<file path="src/hw/rtl/ccr_pkg.sv">
// Shared types and constants of the closed Catmull-Rom path follower.
// No dependencies; every other file of the block uses this package.
package ccr_pkg;

   localparam int COORD_W = 32;
   localparam int POINT_W = 3 * COORD_W;
   localparam int DT_W    = 16;
   localparam int SPEED_W = 24;
   localparam int FRAC_W  = 16;
   localparam int RW      = 40;
   localparam int PRW     = RW + DT_W + 1;
   localparam int MIN_POINTS = 4;

   localparam logic [SPEED_W-1:0] SPEED_RESET = 24'd65536;
   localparam logic ACTION_ADD  = 1'b0;
   localparam logic ACTION_TICK = 1'b1;

   typedef enum logic {
      OP_ADD,
      OP_TICK
   } ccr_op_type;

   typedef struct packed {
      ccr_op_type          op;
      logic [POINT_W-1:0]  point;
      logic [DT_W-1:0]     dt;
   } ccr_cmd_type;

endpackage

</file>
<file path="src/hw/rtl/ccr_if.sv">
// Channel interfaces of the closed Catmull-Rom path follower.
// Depends on ccr_pkg for field widths.
interface ccr_req_if;
   logic                                valid;
   logic                                ready;
   logic                                action;
   logic signed [ccr_pkg::COORD_W-1:0]  point_x;
   logic signed [ccr_pkg::COORD_W-1:0]  point_y;
   logic signed [ccr_pkg::COORD_W-1:0]  point_z;
   logic [ccr_pkg::DT_W-1:0]            delta_time;
   modport source (output valid, action, point_x, point_y, point_z, delta_time,
                   input ready);
   modport sink   (input valid, action, point_x, point_y, point_z, delta_time,
                   output ready);
endinterface


</file>
<file path="src/hw/rtl/ccr_front.sv">
// Front part: accepts request beats, drops those that change nothing and
// queues add and tick commands. Depends on ccr_pkg and ccr_if.
module ccr_front #(
   parameter int MAX_POINTS = 64
) (
   input  logic                 clock,
   input  logic                 reset,
   ccr_req_if.sink              req,
   output logic                 push_valid,
   input  logic                 push_ready,
   output ccr_pkg::ccr_cmd_type push_data
);
   import ccr_pkg::*;

   localparam int CW = $clog2(MAX_POINTS + 1);

   logic [CW-1:0] count_ff;
   logic          accept;
   logic          is_add;
   logic          keep;

   assign req.ready = push_ready;
   assign accept    = req.valid && push_ready;
   assign is_add    = (req.action == ACTION_ADD);
   assign keep      = is_add ? (count_ff != CW'(MAX_POINTS)) : (count_ff >= CW'(MIN_POINTS));
   assign push_valid = accept && keep;

   assign push_data.op    = is_add ? OP_ADD : OP_TICK;
   assign push_data.point = {req.point_x, req.point_y, req.point_z};
   assign push_data.dt    = req.delta_time;

   always_ff @(posedge clock) begin
      if (reset) begin
         count_ff <= '0;
      end else if (push_valid && is_add) begin
         count_ff <= count_ff + 1'b1;
      end
   end
endmodule

</file>
<file path="src/flat_wrapper.sv">
// flat-port wrapper written by rule: the top's interface ports become plain ports
module ccr_front_flat import ccr_pkg::*;
#(
   parameter int MAX_POINTS = 64
)
  (clock, reset, push_valid, push_ready, push_data, req_valid, req_action, req_point_x, req_point_y, req_point_z, req_delta_time, req_ready);
  ccr_req_if req_i ();
  input  logic clock;
  input  logic reset;
  output logic push_valid;
  input  logic push_ready;
  output ccr_pkg::ccr_cmd_type push_data;
  input wire logic [$bits(req_i.valid)-1:0] req_valid;
  input wire logic [$bits(req_i.action)-1:0] req_action;
  input wire logic [$bits(req_i.point_x)-1:0] req_point_x;
  input wire logic [$bits(req_i.point_y)-1:0] req_point_y;
  input wire logic [$bits(req_i.point_z)-1:0] req_point_z;
  input wire logic [$bits(req_i.delta_time)-1:0] req_delta_time;
  output wire logic [$bits(req_i.ready)-1:0] req_ready;
  assign req_i.valid = req_valid;
  assign req_i.action = req_action;
  assign req_i.point_x = req_point_x;
  assign req_i.point_y = req_point_y;
  assign req_i.point_z = req_point_z;
  assign req_i.delta_time = req_delta_time;
  assign req_ready = req_i.ready;
  ccr_front #(.MAX_POINTS(MAX_POINTS)) u_core (.clock(clock), .reset(reset), .req(req_i), .push_valid(push_valid), .push_ready(push_ready), .push_data(push_data));
endmodule
</file>
<file path="config.mk">
export PLATFORM = sky130hd
export DESIGN_NAME = ccr_front_flat
export DESIGN_NICKNAME = d
export VERILOG_FILES = /design/src/hw/rtl/ccr_pkg.sv /design/src/hw/rtl/ccr_if.sv /design/src/hw/rtl/ccr_front.sv /design/src/flat_wrapper.sv
export SDC_FILE = /design/constraint.sdc
export NUM_CORES = 1
export LEC_CHECK = 0
export BUFFER_PORTS_ARGS = -buffer_cell sky130_fd_sc_hd__buf_4
export CAP_MARGIN = 20
export CORE_AREA = 2 2 90 92
export CTS_CLUSTER_SIZE = 28
export DETAILED_ROUTE_END_ITERATION = 10
export DIE_AREA = 0 0 92 94
export GPL_TIMING_DRIVEN = 0
export HOLD_SLACK_MARGIN = 0.1
export SKIP_CTS_REPAIR_TIMING = 1
export SYNTH_ARGS = -nofsm -noshare
export SYNTH_HDL_FRONTEND = slang
export SYNTH_SLANG_ARGS = --single-unit
</file>
<file path="constraint.sdc">
create_clock -name clock -period 1.7 [get_ports clock]
set_input_delay 0 -clock clock [delete_from_list [all_inputs] [get_ports clock]]
set_output_delay 0 -clock clock [all_outputs]
set_load 0.01 [all_outputs]
</file>
==> metrics.csv <==
stage,metric,value,unit
outcome,status,"complete, no violations",
pwr,vdd_drop_max,0.000133,V
pwr,p_int,0.671,mW
critical_path,worstSetupPathType,reg2reg,
pwr,seqPwrFrac,18.4,%
logic_synthesis,netlist_area,1270,um^2
pwr,finalPower,0.915,mW
logic_synthesis,yosys.area_share.adder,1.97,%
logic_synthesis,synthXorXnorAreaFrac,0,%
cts,numCtsBuffers,3,
logic_synthesis,syn_inst,161,
critical_path,startpoint_type,register,
die,die_x,92,um
critical_path,path_buf_inv,1,
sta,fmax,697,MHz
sta,fin_hold_ws,0.150,ns
global_routing,grt_usage,6.96,%
global_routing,grt_max_degree,10,
final_layout,nNetsFinal,403,
logic_synthesis,ys_ff_latch,7,
sta,slew_viol_final,0,
logic_synthesis,synth.area.mux_share,1.68,%
placement,preCtsSetupSlack,0.277,ns
pwr,power.leakage,1.27,nW
hold_path,hold_depth,2,
pwr,p_clk_share,25.0,%
final_layout,n_antenna_cell,0,
sta,hold_viol,0,
cts,cts_max_level,1,
global_routing,grt_pass1_vias,1147,
pwr,swShare,26.6,%
route,drt-initial-drc-count,12,
critical_path,crit_path_cell_trace,inv_1 > ha_1 > a31oi_1 > mux2_1,
critical_path,critPathMaxStageDelay,0.37,ns
sta,period_needed,1.43,ns
sta,skew,0.00472,ns
critical_path,worstRegToRegCells,4,
critical_path,end_kind,register,
placement,port-buffer-count,118,
logic_synthesis,synth-compound-area-share,6.31,%
final_layout,layout_commonest_cell,buf_4,
die,rows,32,
cts,clock_latency,0.22,ns
logic_synthesis,yosysSeqAreaShare,11.0,%
critical_path,worst-path-stages,4,
route,wl_per_cell,9.61,um
cts,cts_root_buf,clkbuf_8,
global_routing,grt_pass1_wl,4880,um
logic_synthesis,ys_types,23,
global_routing,grt_antenna_before_repair,0,
job,cap_violations,0,
route,antenna_left,0,
final_layout,largest_reg_flops,7,
cts,clk_pin_slew,0.04,ns
route,drc,0,
sta,totalNegativeSetupSlack,0,ns
die,die-area,8650,um^2
route,firstDrtPassIters,3,
critical_path,required,1.80,ns
final_layout,drive_above_1_share,84.5,%
route,wl,3700,um
sta,worstMarginPinSlew,0.376,ns
cts,cts_buffer_depth,2,
final_layout,multi_input_area,254,um^2
die,initial_utilization,16.7,%
sta,relSlewSlack,74.9,%
final_layout,most-common-layout-cells,"232 x buf_4, 7 x dfxtp_1, 6 x a21oi_1, 4 x inv_1, 4 x nand2_1",
route,viasPerCell,3.42,
placement,post-dp-hpwl,3430,um
logic_synthesis,yosys.area_share.simple,10.1,%
cts,cts_tree,built,
sta,rsz0062_at_grt,no,
final_layout,syn2layout_area_growth,83.4,%
final_layout,regArea,140,um^2
critical_path,cp_slowest_cell,dfxtp_1,
logic_synthesis,syn_area_per_cell,7.88,um^2
die,core_area,7610,um^2
sta,period_share,84.4,%
critical_path,cp_top_family,flip-flops,
critical_path,cp.arrival,1.54,ns
die,die_h,94,um
sta,worst_slack,0.266,ns
final_layout,reg_top3,u_core.count_ff x7,
die,io_pins,232,
final_layout,top_register,u_core.count_ff,
logic_synthesis,synth_fp_nets,280,
global_routing,overflow,0,
logic_synthesis,synth_top_family_by_area,buffers and inverters,
hold_path,min_path_type,in2reg,
critical_path,crit_fanout,4,
pwr,comb_power_share,56.6,%
placement,gp_congestion,0.768,
cts,cts.sinks,7,
pwr,power.density,393,nW/um^2
logic_synthesis,ys_warn_count,0,
final_layout,fillers,809,
pwr,power.switching,0.244,mW
sta,finalSetupViolations,0,
route,vias,1318,
## per-stage QoR
step	utilization, %	std cells	instance area (um^2)
floorplan	-	161	1270
global placement	30.0	381	2280
detailed placement	30.0	381	2280
CTS	30.6	385	2330
global route	30.6	385	2330
finish	30.6	385	2330
## worst reg2reg max path, stage by stage (launching register included)
cell,delay [ns]
dfxtp_1,0.37
inv_1,0.07
ha_1,0.22
a31oi_1,0.31
mux2_1,0.35
## layer usage
| metal | share of wire, % | GRT usage, % | vias up |
|---|---|---|---|
| met3 | 16 | 1.85 | 2 |
| met2 | 58 | 16.0 | 137 |
| met4 | 0.68 | 1.49 | 0 |
| met1 | 25 | 5.57 | 535 |
| met5 | 0 | 0 | - |
| li1 | - | - | 644 |
## synth_stat cells
library cell,instances,area share [%]
or4_1,3,1.8
dfxtp_1,7,11
o31ai_1,3,1.8
nand3_1,1,0.39
ha_1,2,2.0
mux2_1,1,0.89
mux2i_1,1,0.79
nand4b_1,1,0.69
or3_1,1,0.49
nand2_1,4,1.2
buf_4,114,67
inv_1,4,1.2
nand3_2,1,0.79
a31oi_1,1,0.49
nor4_2,1,0.99
nand2b_1,2,0.99
a21oi_1,6,2.4
buf_1,1,0.30
o21ai_0,2,0.79
a311o_2,1,0.89
nor2_1,2,0.59
nand3b_4,1,1.6
nand3b_1,1,0.59
## power by group through the flow
stage | Clock [mW] | Sequential (mW) | Combinational, mW
floorplan | 0 | 0.171 | 0.293
global placement | 0 | 0.171 | 0.522
detailed placement | 0 | 0.171 | 0.525
CTS | 0.233 | 0.169 | 0.526
global route | 0.243 | 0.169 | 0.550
finish | 0.228 | 0.169 | 0.518
## final cells by class
type	instances	share of cell area, %
Tap cell	102	5.48
Timing Repair Buffer	118	38.1
Multi-Input combinational cell	35	10.9
Clock buffer	4	1.94
Sequential cell	7	6.02
Buffer	115	36.9
Inverter	4	0.645
## worst paths after layout
path                              startpoint                               to  slack, ns
max          u_core.count_ff[0]$_SDFFE_PP0P_  u_core.count_ff[0]$_SDFFE_PP0P_       0.27
min                                    reset  u_core.count_ff[6]$_SDFFE_PP0P_       0.15
max reg2reg  u_core.count_ff[0]$_SDFFE_PP0P_  u_core.count_ff[0]$_SDFFE_PP0P_       0.27
min reg2reg  u_core.count_ff[5]$_SDFFE_PP0P_  u_core.count_ff[5]$_SDFFE_PP0P_       0.50
## logic make-up (layout without fill, tap and decap cells)
family,count (synthesis),after routing
buffers and inverters,119,241
and+or+nand+nor,18,18
adders and majority gates,2,2
DFF,7,7
muxes,2,2
AOI/OAI and AO/OA,13,13
Note: power is estimated with default switching activity, not from simulation.
