**src/hw/rtl/ccr_pkg.sv**
```systemverilog
// Shared types and constants of the closed Catmull-Rom path follower.
// No dependencies; every other file of the block uses this package.
package ccr_pkg;

   localparam int COORD_W = 32;
   localparam int POINT_W = 3 * COORD_W;
   localparam int DT_W    = 16;
   localparam int SPEED_W = 24;
   localparam int FRAC_W  = 16;
   localparam int RW      = 40;
   localparam int PRW     = RW + DT_W + 1;
   localparam int MIN_POINTS = 4;

   localparam logic [SPEED_W-1:0] SPEED_RESET = 24'd65536;
   localparam logic ACTION_ADD  = 1'b0;
   localparam logic ACTION_TICK = 1'b1;

   typedef enum logic {
      OP_ADD,
      OP_TICK
   } ccr_op_type;

   typedef struct packed {
      ccr_op_type          op;
      logic [POINT_W-1:0]  point;
      logic [DT_W-1:0]     dt;
   } ccr_cmd_type;

endpackage

```
**src/hw/rtl/ccr_queue.sv**
```systemverilog
// Two-entry command queue between the front and back parts.
// Depends on ccr_pkg for the command type.
module ccr_queue (
   input  logic                 clock,
   input  logic                 reset,
   input  logic                 push_valid,
   output logic                 push_ready,
   input  ccr_pkg::ccr_cmd_type push_data,
   output logic                 pop_valid,
   input  logic                 pop_ready,
   output ccr_pkg::ccr_cmd_type pop_data
);
   import ccr_pkg::*;

   ccr_cmd_type slot_ff [2];
   logic        wr_ff;
   logic        rd_ff;
   logic [1:0]  cnt_ff;
   logic        push;
   logic        pop;

   assign push_ready = (cnt_ff != 2'd2);
   assign pop_valid  = (cnt_ff != 2'd0);
   assign pop_data   = slot_ff[rd_ff];
   assign push       = push_valid && push_ready;
   assign pop        = pop_valid && pop_ready;

   always_ff @(posedge clock) begin
      if (reset) begin
         wr_ff  <= 1'b0;
         rd_ff  <= 1'b0;
         cnt_ff <= 2'd0;
      end else begin
         if (push) begin
            wr_ff <= ~wr_ff;
         end
         if (pop) begin
            rd_ff <= ~rd_ff;
         end
         cnt_ff <= cnt_ff + {1'b0, push} - {1'b0, pop};
      end
   end

   always_ff @(posedge clock) begin
      if (push) begin
         slot_ff[wr_ff] <= push_data;
      end
   end
endmodule

```
**config.mk**
```make
export PLATFORM = sky130hd
export DESIGN_NAME = ccr_queue
export DESIGN_NICKNAME = d
export VERILOG_FILES = /design/src/hw/rtl/ccr_pkg.sv /design/src/hw/rtl/ccr_queue.sv
export SDC_FILE = /design/constraint.sdc
export NUM_CORES = 1
export LEC_CHECK = 0
export ABC_CLOCK_PERIOD_IN_PS = 14200
export BUFFER_PORTS_ARGS = -buffer_cell sky130_fd_sc_hd__buf_4
export CAP_MARGIN = 20
export CORE_ASPECT_RATIO = 0.9
export CORE_MARGIN = 2
export CORE_UTILIZATION = 46
export CTS_CLUSTER_DIAMETER = 150
export DETAILED_ROUTE_END_ITERATION = 7
export PLACE_DENSITY = 0.79
export SLEW_MARGIN = 20
export SYNTH_ARGS = -nofsm -noshare
export SYNTH_HDL_FRONTEND = slang
export SYNTH_SLANG_ARGS = --single-unit
```
**constraint.sdc**
```tcl
create_clock -name clock -period 14.2 [get_ports clock]
set_clock_uncertainty 0.15 [all_clocks]
set_input_delay 0.71 -clock clock [delete_from_list [all_inputs] [get_ports clock]]
set_output_delay 0.71 -clock clock [all_outputs]
set_load 0.005 [all_outputs]
```
==> metrics.cfg, run 1 <==
[timing]
tightest_slew_ps=905
hold-worst-slack_ps=236
rsz0062_at_grt=false
tns_ps=0
finalHoldViolations=0
fmax_mhz=312
slew_headroom_pct=39.7
slew_viol_final=0
post-route-min-period_ps=3200
final.period_utilization_pct=22.6
setup_viol=0

[setup_path]
crit_required_ps=13340
end_kind=output pin
crit_slowest_cell=buf_4
cp_common_cell=buf_4
slowest_delay_ps=700
reg2regPathDepth=3
worstPathArrival_ps=2340
startpoint_type=register
crit_path_max_fanout=47
path_class=reg -> out
critical_path.cell_chain=buf_4 > mux2_2 > buf_4

[pwr]
leakagePower_nw=4.37
power_density_nw_per_um2=172
ir_drop_mv=0.143

[floorplan]
rows=47
die_y_um=134
core-area_um2=18500
ioPinCount=232
die_w_um=149
dieArea_um2=20000
initial_core_util_pct=47.0

[place]
dpl.cell_count=842
numPortBuffers=231
hpwl_um=10900
gp_congestion=0.731

[clocking]
path_clk_slew_ps=60
root_buffer=clkbuf_16
ctsResizeCount=0
cts_made_buffers=25
post-cts-setup-buffer-count=0
clk_latency_ps=500
clock_sink_count=231
cts_max_level=1
hold_buffers=0
clockBufferDepth=3
tritoncts=yes

[drt]
totalWireLength_um=16300
ant_nets=0
drc=0
wire_per_inst_um=18.4
via_per_inst=4.87
vias=4317
firstDrtPassIters=4
drtIter0Drc=229

[global_routing]
antenna_found_initial=0
grt_usage_pct=15.7
gr-total-overflow=0
grt_pass1_vias=4690
grt_max_degree=89
grt_first_pass_wirelength_um=24400

[synth]
synthTopCellsByArea=edfxtp_1 78%, mux2_4 12%, mux2_2 5.7%, dfxtp_1 1.2%, buf_6 1.0%
synth_largest_area_cell=edfxtp_1
synth_area_um2=8670
synth_nets=495
synth.distinct_cells=18
synthCells=376
synth.avg_cell_area_um2=23.1
ys_ff_latch=231
ys_warn_count=0
netlist.area_leader.share_pct=78.2
synth-seq-area-share_pct=79.4

[worst_hold_path]
hold_path.class=in -> reg
min_path_cells=1

[final_layout]
stdcell_count=887
diodes=0
syn_to_final_growth_pct=31.3
drive_above_1_share_pct=59.3
finish.net_count=744
n_fill_cell=1324

[job]
drv_cap=0

[outcome]
status=completed

-- critical path: cells and delay by family (launching register included) --
kind / cells / cell delay (ps)
buffers and inverters: 2 / 830
DFF: 1 / 560
muxes: 1 / 410
-- layer usage --
| layer | GRT usage, % | vias up | part of all wire [%] | wire length [µm] |
|---|---|---|---|---|
| met5 | 0 | - | 0 | 0 |
| met3 | 5.20 | 30 | 9.0 | 1480 |
| met2 | 27.5 | 174 | 51 | 8270 |
| met1 | 18.7 | 2128 | 38 | 6260 |
| met4 | 4.02 | 0 | 2.0 | 332 |
| li1 | - | 1985 | - | - |
-- cell families after synthesis --
kind of cell	share of synthesized area [%]
flops	79.4
mux	17.8
buf+inv	1.49
simple gates	0.620
xor+xnor	0.303
fa+ha+maj	0.288
compound gates	0.0866
-- cell type report --
type	count	area, µm²	area share (%)
sequential	231	6890	60.5
clock buffer	34	659	5.79
timing repair buffer	235	1790	15.7
clock inverter	10	66.3	0.582
multi-input combinational	131	1670	14.7
inverter	1	3.75	0.0330
tap	245	307	2.69
-- path summary, 6_finish.rpt --
check                                    from  slack [ps]             end
worst max-delay path                 register       11000    pop_data[16]
worst min-delay path            push_data[22]         240  slot_ff[0][22]
worst max register to register      cnt_ff[0]       11560   slot_ff[1][0]
worst min register to register          rd_ff         380        register
-- report_power, final --
group / internal, mW / total, mW / leakage (nW) / switching [mW]
registers: 0.858 / 0.891 / 2.15 / 0.0327
clock network: 0.340 / 0.577 / 0.352 / 0.237
logic: 0.288 / 0.485 / 1.86 / 0.197
-- cell usage after synthesis --
library cell  count
edfxtp_1        226
mux2_4           70
mux2_2           44
buf_6             8
dfxtp_1           5
nor2_1            5
buf_2             4
ha_1              2
nor2b_1           2
xnor2_1           2
and3_1            1
buf_8             1
inv_1             1
nand2_1           1
nand2b_1          1
o21a_1            1
or2_2             1
xor2_1            1
-- flip-flops by register name (all words and copies together) (netlist names), named ones only --
name and count:
rd_ff 1, slot_ff 226, cnt_ff 2, wr_ff 1
-- layout by cell type, fill, tap and decap left out --
cell type / netlist / layout
buf_6: 8 / 1
xor2_1: 1 / 1
inv_1: 1 / 1
clkinv_2: 0 / 2
xnor2_1: 2 / 2
clkinv_1: 0 / 7
dfxtp_4: 0 / 1
nand2b_1: 1 / 1
clkbuf_16: 0 / 25
buf_16: 0 / 1
mux2_2: 44 / 44
mux2_4: 70 / 70
nand2_1: 1 / 1
and3_4: 0 / 1
edfxtp_1: 226 / 226
ha_1: 2 / 2
nor2b_1: 2 / 2
bufinv_16: 0 / 1
buf_4: 0 / 233
nor2_4: 0 / 1
o21a_1: 1 / 1
nor2_1: 5 / 4
or2_2: 1 / 1
dfxtp_1: 5 / 4
clkbuf_1: 0 / 9
-- through the flow --
stage | area (µm²) | worst slack [ps] | total power, mW | utilization [%]
after floorplan | 8670 | 7970 | 1.18 | -
after global placement | 10600 | 10940 | 1.38 | 57.6
after detailed placement | 10600 | 10870 | 1.40 | 57.6
after CTS | 11400 | 10310 | 1.98 | 61.5
after global routing | 11400 | 10870 | 2.03 | 61.7
final | 11400 | 11000 | 1.95 | 61.7
Note: power is estimated with default switching activity, not from simulation.
==> run 2: changes to the inputs <==
Settings changed: ABC_CLOCK_PERIOD_IN_PS 14200 to 2800, PLACE_DENSITY 0.79 to 0.82.
Clock period 14.2 ns to 2.8 ns, I/O delays scaled along.
==> metrics.cfg, run 2 (synthesis results as in run 1) <==
[global_routing]
grt-busiest-layer=met2
met1_usage_pct=20.8
use_met3_pct=4.18
grt_max_degree=114
grt_usage_pct=18.1
grt_pass1_vias=5302
grt_first_pass_wirelength_um=27900
use_met2_pct=33.5
antenna_found_initial=1
gr-total-overflow=0

[clocking]
tritoncts=yes
clockBufferDepth=3
ctsResizeCount=0
root_buffer=clkbuf_16
clock_sink_count=231
path_clk_slew_ps=60
clk_latency_ps=510
cts_max_level=1
hold_buffers=116
cts_made_buffers=24
post-cts-setup-buffer-count=0

[drt]
firstDrtPassIters=4
totalWireLength_um=18700
drc=0
ant_nets=0
wire_per_inst_um=18.6
drtIter0Drc=215
vias=4856
via_per_inst=4.83

[final_layout]
top_register=slot_ff
drive_above_1_share_pct=51.9
reg.largest.list=slot_ff (226), cnt_ff (2)
n_fill_cell=1148
largest_reg_flops=226
finish.net_count=860
fin_area_um2=12700
final_common_cell=buf_4
syn_to_final_growth_pct=45.9
final_cell_mix=232 x buf_4, 226 x edfxtp_1, 116 x dlygate4sd3_1, 70 x mux2_4, 44 x mux2_2

[pwr]
power_density_nw_per_um2=818
ir_drop_mv=0.812
leakagePower_nw=4.91

[timing]
slew_headroom_pct=52.3
hold-worst-slack_ps=213
setup_viol=0
final.period_utilization_pct=75.7
rsz0062_at_grt=false
post-route-min-period_ps=2120
tns_ps=0
slew_viol_final=0
finalHoldViolations=0
layout_setup_ws_ps=681
fmax_mhz=472
tightest_slew_ps=715

[setup_path]
endpoint=pop_data[1]
r2r_start=cnt_ff[0]
crit_slowest_cell=mux2_2
regToRegSetupSlack_ps=920
crit_path_max_fanout=62
startpoint_type=register
worstReg2RegEnd=slot_ff[0][75]
path_class=reg -> out
reg2regPathDepth=4
crit_required_ps=2510
critical_path.cell_chain=buf_12 > mux2_2 > buf_4
worstPathArrival_ps=1830
end_kind=output pin
slowest_delay_ps=410

[floorplan]
dieArea_um2=20000
die_y_um=134
ioPinCount=232
core-area_um2=18500
initial_core_util_pct=47.0
die_w_um=149
rows=47

[place]
gp_congestion=0.776
place_area_um2=10700
numPortBuffers=231
pre_cts_ws_ps=934
hpwl_um=10600

[outcome]
status=completed

[job]
drv_cap=0

[worst_hold_path]
hold_path.class=in -> reg

## run 2: cell types whose count changed in the layout (fill, tap and decap cells not counted), sizes merged
cell,change
dlygate4sd3,+116
clkbuf,-4
bufinv,+2
buf,+1
clkinv,+1
diode,+1
inv,+1
## run 2: metrics by stage
stage	total power, mW	cells	util [%]
2_1_floorplan	5.97	376	-
3_3_place_gp	7.04	844	58.0
3_5_place_dp	7.13	844	58.0
4_1_cts	10.4	1004	68.5
5_1_grt	10.8	1005	68.6
6_report	10.3	1005	68.6
## run 2: worst min path at each step
| stage | start | slack [ps] | cells after the start | endpoint |
|---|---|---|---|---|
| 2_1_floorplan | reset | 50 | 1 | cnt_ff[0] |
| 3_3_place_gp | push_data[8] | 180 | 1 | slot_ff[0][8] |
| 3_5_place_dp | push_data[63] | 180 | 1 | slot_ff[0][63] |
| 4_1_cts | push_data[41] | 190 | 2 | slot_ff[0][41] |
| 5_1_grt | push_data[43] | 200 | 2 | slot_ff[0][43] |
| 6_report | push_data[32] | 210 | 2 | slot_ff[1][32] |
## run 2: layout make-up
cell class | count | area (µm²) | share of cell area [%]
sequential | 231 | 6890 | 54.4
timing repair buffer | 352 | 2980 | 23.6
multi-input combinational | 131 | 1680 | 13.3
clock buffer | 30 | 644 | 5.09
tap | 245 | 307 | 2.42
clock inverter | 14 | 146 | 1.16
inverter | 1 | 3.75 | 0.0297
antenna | 1 | 2.50 | 0.0198
## run 2: per-layer routing
metal / vias to the layer above / part of all wire, %
met5: - / 0
met4: 0 / 2.8
met3: 37 / 6.9
met2: 213 / 53
met1: 2393 / 38
li1: 2213 / -
## run 2: critical path: cells and delay by family, from the launching register on
family   cells  cell delay [ps]
flops        1              370
mux          1              410
buf+inv      2              460
## run 2: report_power, final
group,total [mW],internal (mW),switching (mW)
clock network,3.14,1.91,1.23
registers,4.48,4.35,0.135
logic,2.72,1.60,1.13
